==> src/rtl/assert_macros.svh <==
// assertion macros for the rtl file that checks itself
// no dependencies; include with the bare file name
`ifndef ASSERT_MACROS_SVH
`define ASSERT_MACROS_SVH

// same-cycle implication, checked at every rising edge outside reset
`define OAID_ASSERT_IMP(lbl, clk, rst, ante, cons) \
  lbl: assert property (@(posedge clk) disable iff (rst) (ante) |-> (cons)) \
    else $error("same-cycle check failed");

// next-cycle implication, checked at every rising edge outside reset
`define OAID_ASSERT_NXT(lbl, clk, rst, ante, cons) \
  lbl: assert property (@(posedge clk) disable iff (rst) (ante) |=> (cons)) \
    else $error("next-cycle check failed");

`endif

==> src/rtl/oaid_pkg.sv <==
// shared types and constants of the ordered array insert/delete block
// no dependencies
`default_nettype none

package oaid_pkg;

  localparam int DEPTH_DEF  = 16;
  localparam int DATA_W_DEF = 32;
  localparam int CNT_W_DEF  = $clog2(DEPTH_DEF + 1);
  localparam int OP_W       = 3;
  localparam int STATUS_W   = 2;

  typedef enum logic [OP_W-1:0] {
    OP_APPEND = 3'd0,
    OP_INSERT = 3'd1,
    OP_DELETE = 3'd2,
    OP_GET    = 3'd3,
    OP_SET    = 3'd4
  } op_t;

  typedef enum logic [STATUS_W-1:0] {
    ST_OK    = 2'd0,
    ST_FULL  = 2'd1,
    ST_RANGE = 2'd2
  } status_t;

  typedef enum logic [2:0] {
    S_IDLE,
    S_GET_DATA,
    S_DEL_HEAD,
    S_MV_RD,
    S_MV_WR,
    S_INS_PUT,
    S_DONE
  } state_t;

  // sequencer status seen by the top level
  typedef struct packed {
    logic idle;
    logic move;
  } stat_t;

endpackage

`default_nettype wire

==> src/rtl/oaid_ifs.sv <==
// valid/ready channel interfaces: command words in, response words out
// depends on oaid_pkg
`default_nettype none

interface oaid_cmd_if #(
  parameter int IDX_W  = oaid_pkg::CNT_W_DEF,
  parameter int DATA_W = oaid_pkg::DATA_W_DEF
);
  logic                       valid;
  logic                       ready;
  logic [oaid_pkg::OP_W-1:0]  op;
  logic [IDX_W-1:0]           index;
  logic signed [DATA_W-1:0]   value;

  modport source (output valid, output op, output index, output value, input ready);
  modport sink   (input valid, input op, input index, input value, output ready);
endinterface

interface oaid_rsp_if #(
  parameter int CNT_W  = oaid_pkg::CNT_W_DEF,
  parameter int DATA_W = oaid_pkg::DATA_W_DEF
);
  logic                          valid;
  logic                          ready;
  logic [oaid_pkg::STATUS_W-1:0] status;
  logic signed [DATA_W-1:0]      result_value;
  logic [CNT_W-1:0]              count;

  modport source (output valid, output status, output result_value, output count,
                  input ready);
  modport sink   (input valid, input status, input result_value, input count,
                  output ready);
endinterface

`default_nettype wire

==> src/rtl/oaid_ram.sv <==
// list storage: one write port, one read port, registered read data
// depends on oaid_pkg for default widths
`default_nettype none

module oaid_ram #(
  parameter int DEPTH  = oaid_pkg::DEPTH_DEF,
  parameter int DATA_W = oaid_pkg::DATA_W_DEF,
  parameter int AW     = $clog2(DEPTH)
) (
  input  wire logic              clk,
  input  wire logic              we,
  input  wire logic [AW-1:0]     waddr,
  input  wire logic [DATA_W-1:0] wdata,
  input  wire logic              re,
  input  wire logic [AW-1:0]     raddr,
  output logic      [DATA_W-1:0] rdata
);

  logic [DATA_W-1:0] mem [DEPTH];

  always_ff @(posedge clk) begin
    if (we) begin
      mem[waddr] <= wdata;
    end
  end

  always_ff @(posedge clk) begin
    if (re) begin
      rdata <= mem[raddr];
    end
  end

endmodule

`default_nettype wire

==> src/rtl/oaid_ctrl.sv <==
// sequencer: decodes a command word, walks the shift through the ram,
// holds the length and the response register; depends on oaid_pkg, oaid_ifs
`default_nettype none

module oaid_ctrl #(
  parameter int DEPTH  = oaid_pkg::DEPTH_DEF,
  parameter int DATA_W = oaid_pkg::DATA_W_DEF,
  parameter int CW     = $clog2(DEPTH + 1),
  parameter int AW     = $clog2(DEPTH)
) (
  input  wire logic              clk,
  input  wire logic              rst,
  input  wire logic [CW-1:0]     capacity,
  oaid_cmd_if.sink               cmd,
  oaid_rsp_if.source             rsp,
  output logic                   ram_we,
  output logic      [AW-1:0]     ram_waddr,
  output logic      [DATA_W-1:0] ram_wdata,
  output logic                   ram_re,
  output logic      [AW-1:0]     ram_raddr,
  input  wire logic [DATA_W-1:0] ram_rdata,
  output oaid_pkg::stat_t        stat
);

  import oaid_pkg::*;

  localparam int CX = CW + 1;

  state_t            state, state_next;
  logic [CW-1:0]     count;
  logic [OP_W-1:0]   op_r;
  logic [CW-1:0]     idx_r;
  logic [DATA_W-1:0] val_r;
  logic [CW-1:0]     ptr;
  status_t           pend_status;
  logic [DATA_W-1:0] pend_value;
  logic              out_valid;
  status_t           out_status;
  logic [DATA_W-1:0] out_value;
  logic [CW-1:0]     out_count;

  logic              cmd_fire;
  logic [CW-1:0]     cap_lim;
  logic              full;
  logic              in_list;
  logic              idx_over;
  status_t           cmd_status;
  logic              is_ins;
  logic              head_more;
  logic              mv_more;
  logic              out_free;

  assign cmd.ready = (state == S_IDLE);
  assign cmd_fire  = cmd.valid && cmd.ready;
  assign cap_lim   = (capacity > CW'(DEPTH)) ? CW'(DEPTH) : capacity;
  assign full      = (count >= cap_lim);
  assign in_list   = (cmd.index < count);
  assign idx_over  = (cmd.index > count);
  assign is_ins    = (op_r == OP_INSERT);
  assign head_more = ({1'b0, idx_r} + CX'(1)) < {1'b0, count};
  assign mv_more   = is_ins ? ({1'b0, ptr} > ({1'b0, idx_r} + CX'(1)))
                            : (({1'b0, ptr} + CX'(2)) < {1'b0, count});
  assign out_free  = !out_valid || rsp.ready;

  assign rsp.valid        = out_valid;
  assign rsp.status       = out_status;
  assign rsp.result_value = out_value;
  assign rsp.count        = out_count;

  assign stat.idle = (state == S_IDLE);
  assign stat.move = (state == S_MV_RD) || (state == S_MV_WR);

  always_comb begin
    cmd_status = ST_OK;
    case (cmd.op)
      OP_APPEND: begin
        if (full) cmd_status = ST_FULL;
      end
      OP_INSERT: begin
        if (full) cmd_status = ST_FULL;
        else if (idx_over) cmd_status = ST_RANGE;
      end
      OP_DELETE, OP_GET, OP_SET: begin
        if (!in_list) cmd_status = ST_RANGE;
      end
      default: cmd_status = ST_OK;
    endcase
  end

  // next state
  always_comb begin
    state_next = state;
    unique case (state)
      S_IDLE: begin
        if (cmd_fire) begin
          state_next = S_DONE;
          if (cmd_status == ST_OK) begin
            case (cmd.op)
              OP_INSERT: state_next = (count > cmd.index) ? S_MV_RD : S_INS_PUT;
              OP_DELETE: state_next = S_DEL_HEAD;
              OP_GET:    state_next = S_GET_DATA;
              default:   state_next = S_DONE;
            endcase
          end
        end
      end
      S_GET_DATA: state_next = S_DONE;
      S_DEL_HEAD: state_next = head_more ? S_MV_RD : S_DONE;
      S_MV_RD:    state_next = S_MV_WR;
      S_MV_WR: begin
        if (mv_more) state_next = S_MV_RD;
        else state_next = is_ins ? S_INS_PUT : S_DONE;
      end
      S_INS_PUT:  state_next = S_DONE;
      S_DONE:     state_next = out_free ? S_IDLE : S_DONE;
      default:    state_next = S_IDLE;
    endcase
  end

  // ram port drive
  always_comb begin
    ram_we    = 1'b0;
    ram_waddr = '0;
    ram_wdata = '0;
    ram_re    = 1'b0;
    ram_raddr = '0;
    unique case (state)
      S_IDLE: begin
        if (cmd_fire && cmd_status == ST_OK) begin
          case (cmd.op)
            OP_APPEND: begin
              ram_we    = 1'b1;
              ram_waddr = count[AW-1:0];
              ram_wdata = cmd.value;
            end
            OP_SET: begin
              ram_we    = 1'b1;
              ram_waddr = cmd.index[AW-1:0];
              ram_wdata = cmd.value;
            end
            OP_DELETE, OP_GET: begin
              ram_re    = 1'b1;
              ram_raddr = cmd.index[AW-1:0];
            end
            default: ram_we = 1'b0;
          endcase
        end
      end
      S_MV_RD: begin
        ram_re    = 1'b1;
        ram_raddr = is_ins ? AW'(ptr - CW'(1)) : AW'(ptr + CW'(1));
      end
      S_MV_WR: begin
        ram_we    = 1'b1;
        ram_waddr = ptr[AW-1:0];
        ram_wdata = ram_rdata;
      end
      S_INS_PUT: begin
        ram_we    = 1'b1;
        ram_waddr = idx_r[AW-1:0];
        ram_wdata = val_r;
      end
      S_GET_DATA, S_DEL_HEAD, S_DONE: ram_we = 1'b0;
      default: ram_we = 1'b0;
    endcase
  end

  // control registers
  always_ff @(posedge clk) begin
    if (rst) begin
      state     <= S_IDLE;
      count     <= '0;
      out_valid <= 1'b0;
    end else begin
      state <= state_next;
      if (state == S_DONE && out_free) begin
        out_valid <= 1'b1;
      end else if (rsp.ready) begin
        out_valid <= 1'b0;
      end
      case (state)
        S_IDLE: begin
          if (cmd_fire && cmd_status == ST_OK && cmd.op == OP_APPEND) begin
            count <= count + CW'(1);
          end
        end
        S_DEL_HEAD: begin
          if (!head_more) count <= count - CW'(1);
        end
        S_MV_WR: begin
          if (!is_ins && !mv_more) count <= count - CW'(1);
        end
        S_INS_PUT: count <= count + CW'(1);
        default: count <= count;
      endcase
    end
  end

  // payload registers
  always_ff @(posedge clk) begin
    case (state)
      S_IDLE: begin
        if (cmd_fire) begin
          op_r        <= cmd.op;
          idx_r       <= cmd.index;
          val_r       <= cmd.value;
          ptr         <= count;
          pend_status <= cmd_status;
          if (cmd_status != ST_OK) pend_value <= '1;
          else if (cmd.op == OP_SET) pend_value <= cmd.value;
          else pend_value <= '0;
        end
      end
      S_GET_DATA: pend_value <= ram_rdata;
      S_DEL_HEAD: begin
        pend_value <= ram_rdata;
        ptr        <= idx_r;
      end
      S_MV_WR: ptr <= is_ins ? ptr - CW'(1) : ptr + CW'(1);
      S_DONE: begin
        if (out_free) begin
          out_status <= pend_status;
          out_value  <= pend_value;
          out_count  <= count;
        end
      end
      default: ptr <= ptr;
    endcase
  end

endmodule

`default_nettype wire

==> src/rtl/ordered_array_insert_delete_core.sv <==
// ordered word list with insert/delete by shifting: top level
// instantiates oaid_ctrl and oaid_ram; depends on oaid_pkg, oaid_ifs, assert_macros.svh
//
// usage
//   cmd: valid/ready channel, one command word per operation (op, index, value)
//   rsp: valid/ready channel, exactly one response word per command word
//        (status, result_value, count)
//   cfg_we/cfg_wdata: capacity register, write only while no command is in flight
// sequencer steps from command accept to response valid, in order
//   append, set, any error or unknown op: the final step only
//   get: a read data capture step, then the final step
//   insert at index i, length n: moves of the n - i entries from i on, put step, final step
//   delete at index i, length n: head step, moves of the n - i - 1 later entries, final step
//   each moved entry takes a ram read step and then a write step, since the ram
//   read data is registered; one command at a time
// the next command word is taken as soon as the sequencer is idle, even while
// the previous response word still waits in the output register
// a stalled receiver holds the response register; the sequencer then waits in
// its final step until the register frees, and takes no new command meanwhile
// reset clears length and control; the ram is not cleared (entries beyond the
// length are never read), so no clearing pass is needed; capacity resets to DEPTH
`default_nettype none

`include "assert_macros.svh"

module ordered_array_insert_delete_core #(
  parameter int DEPTH      = oaid_pkg::DEPTH_DEF,
  parameter int DATA_WIDTH = oaid_pkg::DATA_W_DEF
) (
  input  wire logic                              clk,
  input  wire logic                              rst,
  input  wire logic                              cfg_we,
  input  wire logic [$clog2(DEPTH + 1)-1:0]      cfg_wdata,
  oaid_cmd_if.sink                               cmd,
  oaid_rsp_if.source                             rsp
);

  import oaid_pkg::*;

  localparam int CW = $clog2(DEPTH + 1);
  localparam int AW = $clog2(DEPTH);

  // capacity register, clamped to DEPTH inside the sequencer
  logic [CW-1:0] capacity;

  // ram port between sequencer and storage
  logic                  ram_we;
  logic [AW-1:0]         ram_waddr;
  logic [DATA_WIDTH-1:0] ram_wdata;
  logic                  ram_re;
  logic [AW-1:0]         ram_raddr;
  logic [DATA_WIDTH-1:0] ram_rdata;

  stat_t stat;

  always_ff @(posedge clk) begin
    if (rst) begin
      capacity <= CW'(DEPTH);
    end else if (cfg_we) begin
      capacity <= cfg_wdata;
    end
  end

  // sequencer: decode, shift walk, length and response register
  oaid_ctrl #(
    .DEPTH  (DEPTH),
    .DATA_W (DATA_WIDTH),
    .CW     (CW),
    .AW     (AW)
  ) u_ctrl (
    .clk       (clk),
    .rst       (rst),
    .capacity  (capacity),
    .cmd       (cmd),
    .rsp       (rsp),
    .ram_we    (ram_we),
    .ram_waddr (ram_waddr),
    .ram_wdata (ram_wdata),
    .ram_re    (ram_re),
    .ram_raddr (ram_raddr),
    .ram_rdata (ram_rdata),
    .stat      (stat)
  );

  // list storage; a move never reads the entry written in the same cycle
  oaid_ram #(
    .DEPTH  (DEPTH),
    .DATA_W (DATA_WIDTH),
    .AW     (AW)
  ) u_ram (
    .clk   (clk),
    .we    (ram_we),
    .waddr (ram_waddr),
    .wdata (ram_wdata),
    .re    (ram_re),
    .raddr (ram_raddr),
    .rdata (ram_rdata)
  );

  // reported length never exceeds the storage depth
  `OAID_ASSERT_IMP(a_count_bound, clk, rst, rsp.valid, rsp.count <= CW'(DEPTH))
  // an error response always carries all ones
  `OAID_ASSERT_IMP(a_err_value, clk, rst, rsp.valid && rsp.status != ST_OK,
                   rsp.result_value == '1)
  // an accepted command always leaves the sequencer busy in the following cycle
  `OAID_ASSERT_NXT(a_busy_after_accept, clk, rst, cmd.valid && cmd.ready, !stat.idle)
  // no command is taken while entries are being moved
  `OAID_ASSERT_IMP(a_no_accept_in_move, clk, rst, stat.move, !cmd.ready)

endmodule

`default_nettype wire

==> src/flat_wrapper.sv <==
// flat-port wrapper written by rule: the top's interface ports become plain ports
module ordered_array_insert_delete_core_flat import oaid_pkg::*;
#(
  parameter int DEPTH      = oaid_pkg::DEPTH_DEF,
  parameter int DATA_WIDTH = oaid_pkg::DATA_W_DEF
)
  (clk, rst, cfg_we, cfg_wdata, cmd_valid, cmd_op, cmd_index, cmd_value, cmd_ready, rsp_valid, rsp_status, rsp_result_value, rsp_count, rsp_ready);
  oaid_cmd_if cmd_i ();
  oaid_rsp_if rsp_i ();
  input  wire logic clk;
  input  wire logic rst;
  input  wire logic cfg_we;
  input  wire logic [$clog2(DEPTH + 1)-1:0] cfg_wdata;
  input wire logic [$bits(cmd_i.valid)-1:0] cmd_valid;
  input wire logic [$bits(cmd_i.op)-1:0] cmd_op;
  input wire logic [$bits(cmd_i.index)-1:0] cmd_index;
  input wire logic [$bits(cmd_i.value)-1:0] cmd_value;
  output wire logic [$bits(cmd_i.ready)-1:0] cmd_ready;
  output wire logic [$bits(rsp_i.valid)-1:0] rsp_valid;
  output wire logic [$bits(rsp_i.status)-1:0] rsp_status;
  output wire logic [$bits(rsp_i.result_value)-1:0] rsp_result_value;
  output wire logic [$bits(rsp_i.count)-1:0] rsp_count;
  input wire logic [$bits(rsp_i.ready)-1:0] rsp_ready;
  assign cmd_i.valid = cmd_valid;
  assign cmd_i.op = cmd_op;
  assign cmd_i.index = cmd_index;
  assign cmd_i.value = cmd_value;
  assign cmd_ready = cmd_i.ready;
  assign rsp_valid = rsp_i.valid;
  assign rsp_status = rsp_i.status;
  assign rsp_result_value = rsp_i.result_value;
  assign rsp_count = rsp_i.count;
  assign rsp_i.ready = rsp_ready;
  ordered_array_insert_delete_core #(.DEPTH(DEPTH), .DATA_WIDTH(DATA_WIDTH)) u_core (.clk(clk), .rst(rst), .cfg_we(cfg_we), .cfg_wdata(cfg_wdata), .cmd(cmd_i), .rsp(rsp_i));
endmodule
==> config.mk <==
export PLATFORM = sky130hd
export DESIGN_NAME = ordered_array_insert_delete_core_flat
export DESIGN_NICKNAME = d
export VERILOG_FILES = /design/src/rtl/oaid_pkg.sv /design/src/rtl/oaid_ifs.sv /design/src/rtl/oaid_ram.sv /design/src/rtl/oaid_ctrl.sv /design/src/rtl/ordered_array_insert_delete_core.sv /design/src/flat_wrapper.sv
export VERILOG_INCLUDE_DIRS = /design/src /design/src/rtl
export SDC_FILE = /design/constraint.sdc
export NUM_CORES = 1
export LEC_CHECK = 0
export ABC_AREA = 0
export ABC_CLOCK_PERIOD_IN_PS = 5400
export BUFFER_PORTS_ARGS = -buffer_cell sky130_fd_sc_hd__buf_2
export CAP_MARGIN = 15
export CORE_UTILIZATION = 35
export DETAILED_ROUTE_END_ITERATION = 12
export GPL_TIMING_DRIVEN = 0
export PLACE_DENSITY = 0.58
export SYNTH_ARGS = -nofsm -noshare
export SYNTH_HDL_FRONTEND = slang
export SYNTH_SLANG_ARGS = --single-unit
export TNS_END_PERCENT = 5
==> constraint.sdc <==
create_clock -name clk -period 5.4 [get_ports clk]
set_input_delay 0.27 -clock clk [delete_from_list [all_inputs] [get_ports clk]]
set_output_delay 0.27 -clock clk [all_outputs]
set_load 0.02 [all_outputs]
# Word-level counts from Yosys, hierarchy flattened

Memory sizes are Yosys's and may differ from the RTL's. A register that Yosys moved wholly into a read port is not among the register bits.
Index checks and enable logic that the tools add are counted.

Bits in registers: 132
Latch bits: 0
Bits in writable memories: 512
ROM bits: 0
Output and inout bits: 41
Word-level logic and storage cells: 118
Memories: 1

Memories:

| memory           | words | width | rd ports | clocked after memory_dff | wr ports | line           | text |
|---|---|---|---|---|---|---|---|
| u_core.u_ram.mem | 16    | 32    | 1        | 1                        | 1        | oaid_ram.sv:19 | `logic [DATA_W-1:0] mem [DEPTH];` |

Add/subtract/negate cells: 6
Multiply operators: 0
Divide/modulo/power cells: 0
$lt $le $gt $ge: 8
Equality and inequality tests: 15
Shift operators: 0
Multiplexer cells: 47
Bitwise gates (word level): 0
Reduce and logical (&&, ||, !) cells: 28

Operators with widths:

| operator                                             | number |
|---|---|
| two-way mux 32 bit                                   | 5 |
| case mux 32 bit (3 select lines)                     | 1 |
| case mux 32 bit (2 select lines)                     | 1 |
| two-way mux 5 bit                                    | 6 |
| case mux 5 bit (4 select lines)                      | 1 |
| two-way mux 3 bit                                    | 6 |
| case mux 3 bit (6 select lines)                      | 1 |
| two-way mux 4 bit                                    | 4 |
| case mux 4 bit (2 select lines)                      | 2 |
| case mux 5 bit (3 select lines)                      | 1 |
| equality test 3 x 2 -> 1 bit (second input constant) | 4 |
| equality test 3 bit (second input constant)          | 4 |
| less-than comparator 6 x 5 -> 1 bit                  | 2 |
| case mux 4 bit (3 select lines)                      | 1 |
| adder 5 x 1 -> 5 bit (second input constant)         | 2 |
| > comparator 5 bit                                   | 2 |
| two-way mux 1 bit                                    | 10 |
| OR reduction 2 bit                                   | 5 |
| subtractor 5 x 1 -> 5 bit (second input constant)    | 2 |
| equality test 3 x 1 -> 1 bit (second input constant) | 3 |
| case mux 3 bit (3 select lines)                      | 1 |
| two-way mux 2 bit                                    | 4 |
| AND reduction 2 bit                                  | 4 |
| adder 5 x 1 -> 6 bit (second input constant)         | 1 |
| other kinds (19)                                     | 31 |

# Logic depth before layout (Yosys ltp)

Depth after elaboration: 11
Gate-level depth with buffers: 13

# Modules after synthesis

A second synthesis with hierarchy kept.

Cell total of the unflattened synthesis: 1,431
Area total of the unflattened synthesis: 27,025.9 sq um

Modules (own cells, without submodules):

| module                           | instances | cells each | area an instance (sq um) | seq. area each (sq um) |
|---|---|---|---|---|
| oaid_ram                         | 1         | 838        | 20,155.6                 | 16,335.7 |
| oaid_ctrl                        | 1         | 577        | 6,686.4                  | 3,723.6 |
| ordered_array_insert_delete_core | 1         | 16         | 183.9                    | 100.1 |

# Worst setup path before layout

No wires, ideal clock.

Path type: reg2reg
From: register u_core.u_ctrl.count[0]
To: memory u_core.u_ram.mem[0][0] (netlist name) (enable)
Library setup time: 501 ps
Data arrival time: 5,285 ps
Data required time: 4,899 ps
Slack: -386 ps
Stages on the path, launching flop included: 10
Buffers on the path: 0
Clock period less this slack: 5,786 ps
Path through: dfxtp_1 inv_1 ha_1 nand2b_1 a21o_1 a21o_1 a311o_1 a21oi_1 a21oi_1 nor4_1

Cells in the longest elaborated chain, start to end: 10

RTL lines:

| element                                 | line             | text |
|---|---|---|
| start: declaration                      | oaid_ctrl.sv:30  | `logic [CW-1:0] count;` |
| start signal: assignment                | oaid_ctrl.sv:184 | `count <= count + CW'(1);` |
| start signal: assignment                | oaid_ctrl.sv:188 | `if (!head_more) count <= count - CW'(1);` |
| start signal: assignment                | oaid_ctrl.sv:191 | `if (!is_ins && !mv_more) count <= count - CW'(1);` |
| > comparator 5 bit                      | oaid_ctrl.sv:58  | `assign idx_over = (cmd.index > count);` |
| two-way mux 2 bit                       | oaid_ctrl.sv:81  | `else if (idx_over) cmd_status = ST_RANGE;` |
| two-way mux 2 bit                       | oaid_ctrl.sv:80  | `if (full) cmd_status = ST_FULL;` |
| case mux 2 bit (3 select lines)         | oaid_ctrl.sv:75  | `case (cmd.op)` |
| zero test 2 bit                         | oaid_ctrl.sv:129 | `if (cmd_fire && cmd_status == ST_OK) begin` |
| logical AND 1 bit                       | oaid_ctrl.sv:129 |  |
| two-way mux 1 bit                       | oaid_ctrl.sv:129 |  |
| case mux 1 bit (2 select lines)         | oaid_ctrl.sv:127 | `unique case (state)` |
| two-way mux 1 bit                       | oaid_ram.sv:22   | `if (we) begin` |
| two-way mux 1 bit (not written as such) | oaid_ram.sv:23   | `mem[waddr] <= wdata;` |
| end: declaration                        | oaid_ram.sv:19   |  |

Several ways; a longest one is shown, not always the timed one.

# Worst setup path in the final report

From: register u_core.u_ctrl.count[0]
To: memory u_core.u_ram.mem[11][19] (netlist name) (enable)

The elaborated chain is that of the path after synthesis.

==> metrics.csv <==
metric;value;unit
max incr delay on CP;0.86;ns
sequential share of the synthesized area;0.7421;
GPL Wtd Cong;0.8089;
largest area contributor in the netlist;edfxtp_1;
Detail Route Antenna Nets;0;
worst-path fanout max;10;
Adder-Cell Fraction of Synth Area;0.01548;
metal3 WL;5.398;mm
H-tree lvl count;3;
layout cell share with drive strength beyond 1;0.1638;
Slew @ Worst Pin;1.088;ns
TritonCTS Buffers;72;
shortest period the worst path allows;4.745;ns
Syn Inst Count;1660;
Synth Area in XOR/XNOR;0.003869;
Buffers on Ports;89;
post-CTS sizing;0;
CP Class;flop to flop;
worst r2r path cells;13;
Final Cycle Share;0.8787;
Slew headroom;0.2746;
Area contributors post-synth;edfxtp_1 (73%), mux2i_1 (9.7%), o22ai_1 (2.9%);
Worst EP required;5.72;ns
routed wl met2;34.87;mm
Post-CTS Setup Bufs;0;
largest net degree at the start of global routing;48;
worst skew pair latency;0.61;ns
post-DR wirelength/cell;24.70;µm
initial drt markers;1796;
top sig layer;met5;
Ys Warns;0;
Peak VDD IR;0.2621;mV
initial antenna violation count;3;
clk sinks;676;
hold buffers post-CTS;45;
final number of setup-violating endpoints;0;
CTS tree;built;
DRT Pass-1 Iters;5;
crit path launch type;flop;
min-delay src;rst;
Post-Synthesis Net Count;1743;
combinational family with the most area after synthesis;multiplexers;
worst path arrival time;5.06;ns
Die ar.;0.07873;mm²
max cap viols;0;
Total Routed Length;74.63;mm
fin nets;2020;
CP bufs+invs;6;
Max Clk Rate;210.7;MHz
Clock transition at path regs;0.06;ns
vias in the first global route;15830;
ys flop type;edfxtp_1;
Critical R2R Launch;u_core.u_ctrl.count[0];
Core Area;0.07633;mm²
Layout area overhead;19.73;%
FILL cells;6813;
M1 WL;32.73;mm
DRC;0;
worst-path cell chain;inv_1 -> ha_1 -> nand2b_1 -> a21o_1 -> a21o_1 -> a31oi_1 -> clkbuf_1 -> a31oi_1 -> clkbuf_1 -> nor3b_2 -> buf_8 -> buf_6 -> buf_6;
#FFs+latches synth;676;
vias per inst;5.314;
RSZ-0062 raised after global routing;false;
Crit. End Element;flop;
most frequent cell after synthesis;edfxtp_1;
Async S/R FF share, synth;0;
first-pass GRT wire length;106.7;mm
Total GRT Usage;0.1885;
Synth top area share;0.7318;
Crit-path slowest cell;nor3b_2;
syn avg cell area;16.36;µm²
Die H;280.6;µm
setup ws final;0.6550;ns
synthesized cell area;0.02716;mm²
Ports;91;
hold depth;3;
Post-synth EDFFs;662;
Root Buffer;clkbuf_16;
Leakage Power;0.01273;µW
worst reg2reg path endpoint;u_core.u_ram.mem[11][19];
Power Density;474.8;mW/mm²
Starting Density;0.3559;
skew final;0.02346;ns
Place WS;0.1797;ns
mux cell area share after synthesis;0.09733;
clk buf depth;3;
WHS Endpoint;u_core.u_ctrl.count[4];
Synth top cells by count;edfxtp_1 (662), mux2i_1 (263), o22ai_1 (128);
cell family contributing the most delay on the critical path;buffers and inverters;
Final Max Tran Viols;0;
Overflow after GRT;0;
hpwl dp;49.39;mm
final-report hold violation count;0;
std cell rows;101;
post-synthesis compound-gate area fraction;0.07130;
Vias;16060;
Hold/Removal Path Class;primary input to flop;
Reg2Reg Setup Slack;0.66;ns
simple logic cell fraction of the synthesized area;0.04827;
status;completed;
final core occ;0.4261;
width of the die;280.6;µm
number of distinct library cells after synthesis;65;
[through the flow]
step	cell area (µm²)	hold WS (ns)	instances	setup TNS (ns)	total power (µW)
global route	32520	0.04659	3022	0	16030
CTS	32480	0.03256	3018	0	15510
detailed placement	29840	0.4052	2846	0	10820
finish	32520	0.05216	3022	0	15440
floorplan	27170	0.3689	1660	0	9350
global placement	28900	0.4019	2779	-1904.66	10580
[cell usage in the layout (no fill, tap or decap), drive strengths merged, types with 4 or more instances in the layout]
cell / synthesis / routed
xnor2: 9 / 9
nand2: 116 / 116
a21boi: 4 / 4
clkinv: 1 / 31
a21oi: 19 / 19
bufinv: 0 / 4
a21o: 10 / 10
o21ai: 14 / 14
nand3b: 4 / 4
nand2b: 5 / 5
nand3: 13 / 13
a22oi: 37 / 37
ha: 32 / 32
or3: 4 / 4
a41o: 4 / 4
mux2i: 263 / 263
dfxtp: 14 / 14
nor3: 11 / 11
or4: 32 / 32
buf: 42 / 200
nor3b: 10 / 10
nor2: 49 / 49
inv: 24 / 27
nor2b: 8 / 8
a31oi: 40 / 40
o21bai: 5 / 5
edfxtp: 662 / 662
o22ai: 128 / 128
o21a: 8 / 8
clkbuf: 51 / 139
dlygate4sd3: 0 / 45
[worst max-delay path by stage]
| stage | endpoint | slack, ns | cells after the start | start |
|---|---|---|---|---|
| 3_5_place_dp | u_core.u_ram.mem[5][12] | 0.18 | 12 | u_core.u_ctrl.count[0] |
| 3_3_place_gp | u_core.u_ram.mem[4][16] | -4.42 | 10 | u_core.u_ctrl.count[0] |
| 6_report | u_core.u_ram.mem[11][19] | 0.66 | 13 | u_core.u_ctrl.count[0] |
| 5_1_grt | u_core.u_ram.mem[11][22] | 0.48 | 13 | u_core.u_ctrl.count[0] |
| 2_1_floorplan | u_core.u_ram.mem[7][0] | 0.14 | 10 | u_core.u_ctrl.count[0] |
| 4_1_cts | u_core.u_ram.mem[5][13] | 0.21 | 12 | u_core.u_ctrl.count[0] |
[where the power goes]
part | leakage [µW] | total, µW | internal (µW) | switching (µW)
Clock | 0.00107 | 4660 | 2680 | 1990
Sequential | 0.00621 | 7310 | 7070 | 240
Combinational | 0.00545 | 3460 | 1090 | 2380
[layout make-up]
class	count	area, µm²	share of cell area
flip-flops and latches	676	20160	0.6199
multi-input cells	866	6528	0.2007
inverters	25	95.09	0.002924
clock buffers	88	1883	0.05790
well taps	1030	1289	0.03963
diodes	2	5.005	0.0001539
plain buffers	93	491.7	0.01512
repair buffers	203	1760	0.05413
clock inverters	39	311.5	0.009580
[registers in the layout (all words and copies together) (netlist names)]
name / cells
u_core.u_ctrl.op_r: 3
u_core.u_ctrl.rsp.status: 2
u_core.u_ctrl.rsp.valid: 1
u_core.u_ctrl.rsp.count: 5
u_core.u_ctrl.pend_value: 32
u_core.u_ctrl.val_r: 32
u_core.u_ctrl.idx_r: 5
u_core.u_ctrl.pend_status: 2
u_core.u_ram.mem: 512
u_core.u_ctrl.rsp.result_value: 32
u_core.capacity: 5
u_core.u_ctrl.ptr: 5
u_core.u_ctrl.state: 3
u_core.u_ram.rdata: 32
u_core.u_ctrl.count: 5
[routing by layer]
metal / vias up / track usage
li1: 7132 / -
met2: 637 / 0.3044
met5: - / 0
met1: 8175 / 0.2572
met3: 114 / 0.03830
met4: 2 / 0.05254
[tightest hold or removal path: stages]
cell    delay [ns]
buf_2         0.13
nor2_1        0.07
mux2_2        0.14
[logic make-up after synthesis]
kind of cell	after synthesis
flip-flops	676
AO/OA/AOI/OAI	289
AND/OR/NAND/NOR	268
multiplexers	264
buffers and inverters	118
adder cells (fa/ha/maj)	33
XOR/XNOR	12
No activity file was read; power rests on OpenSTA's default activity.
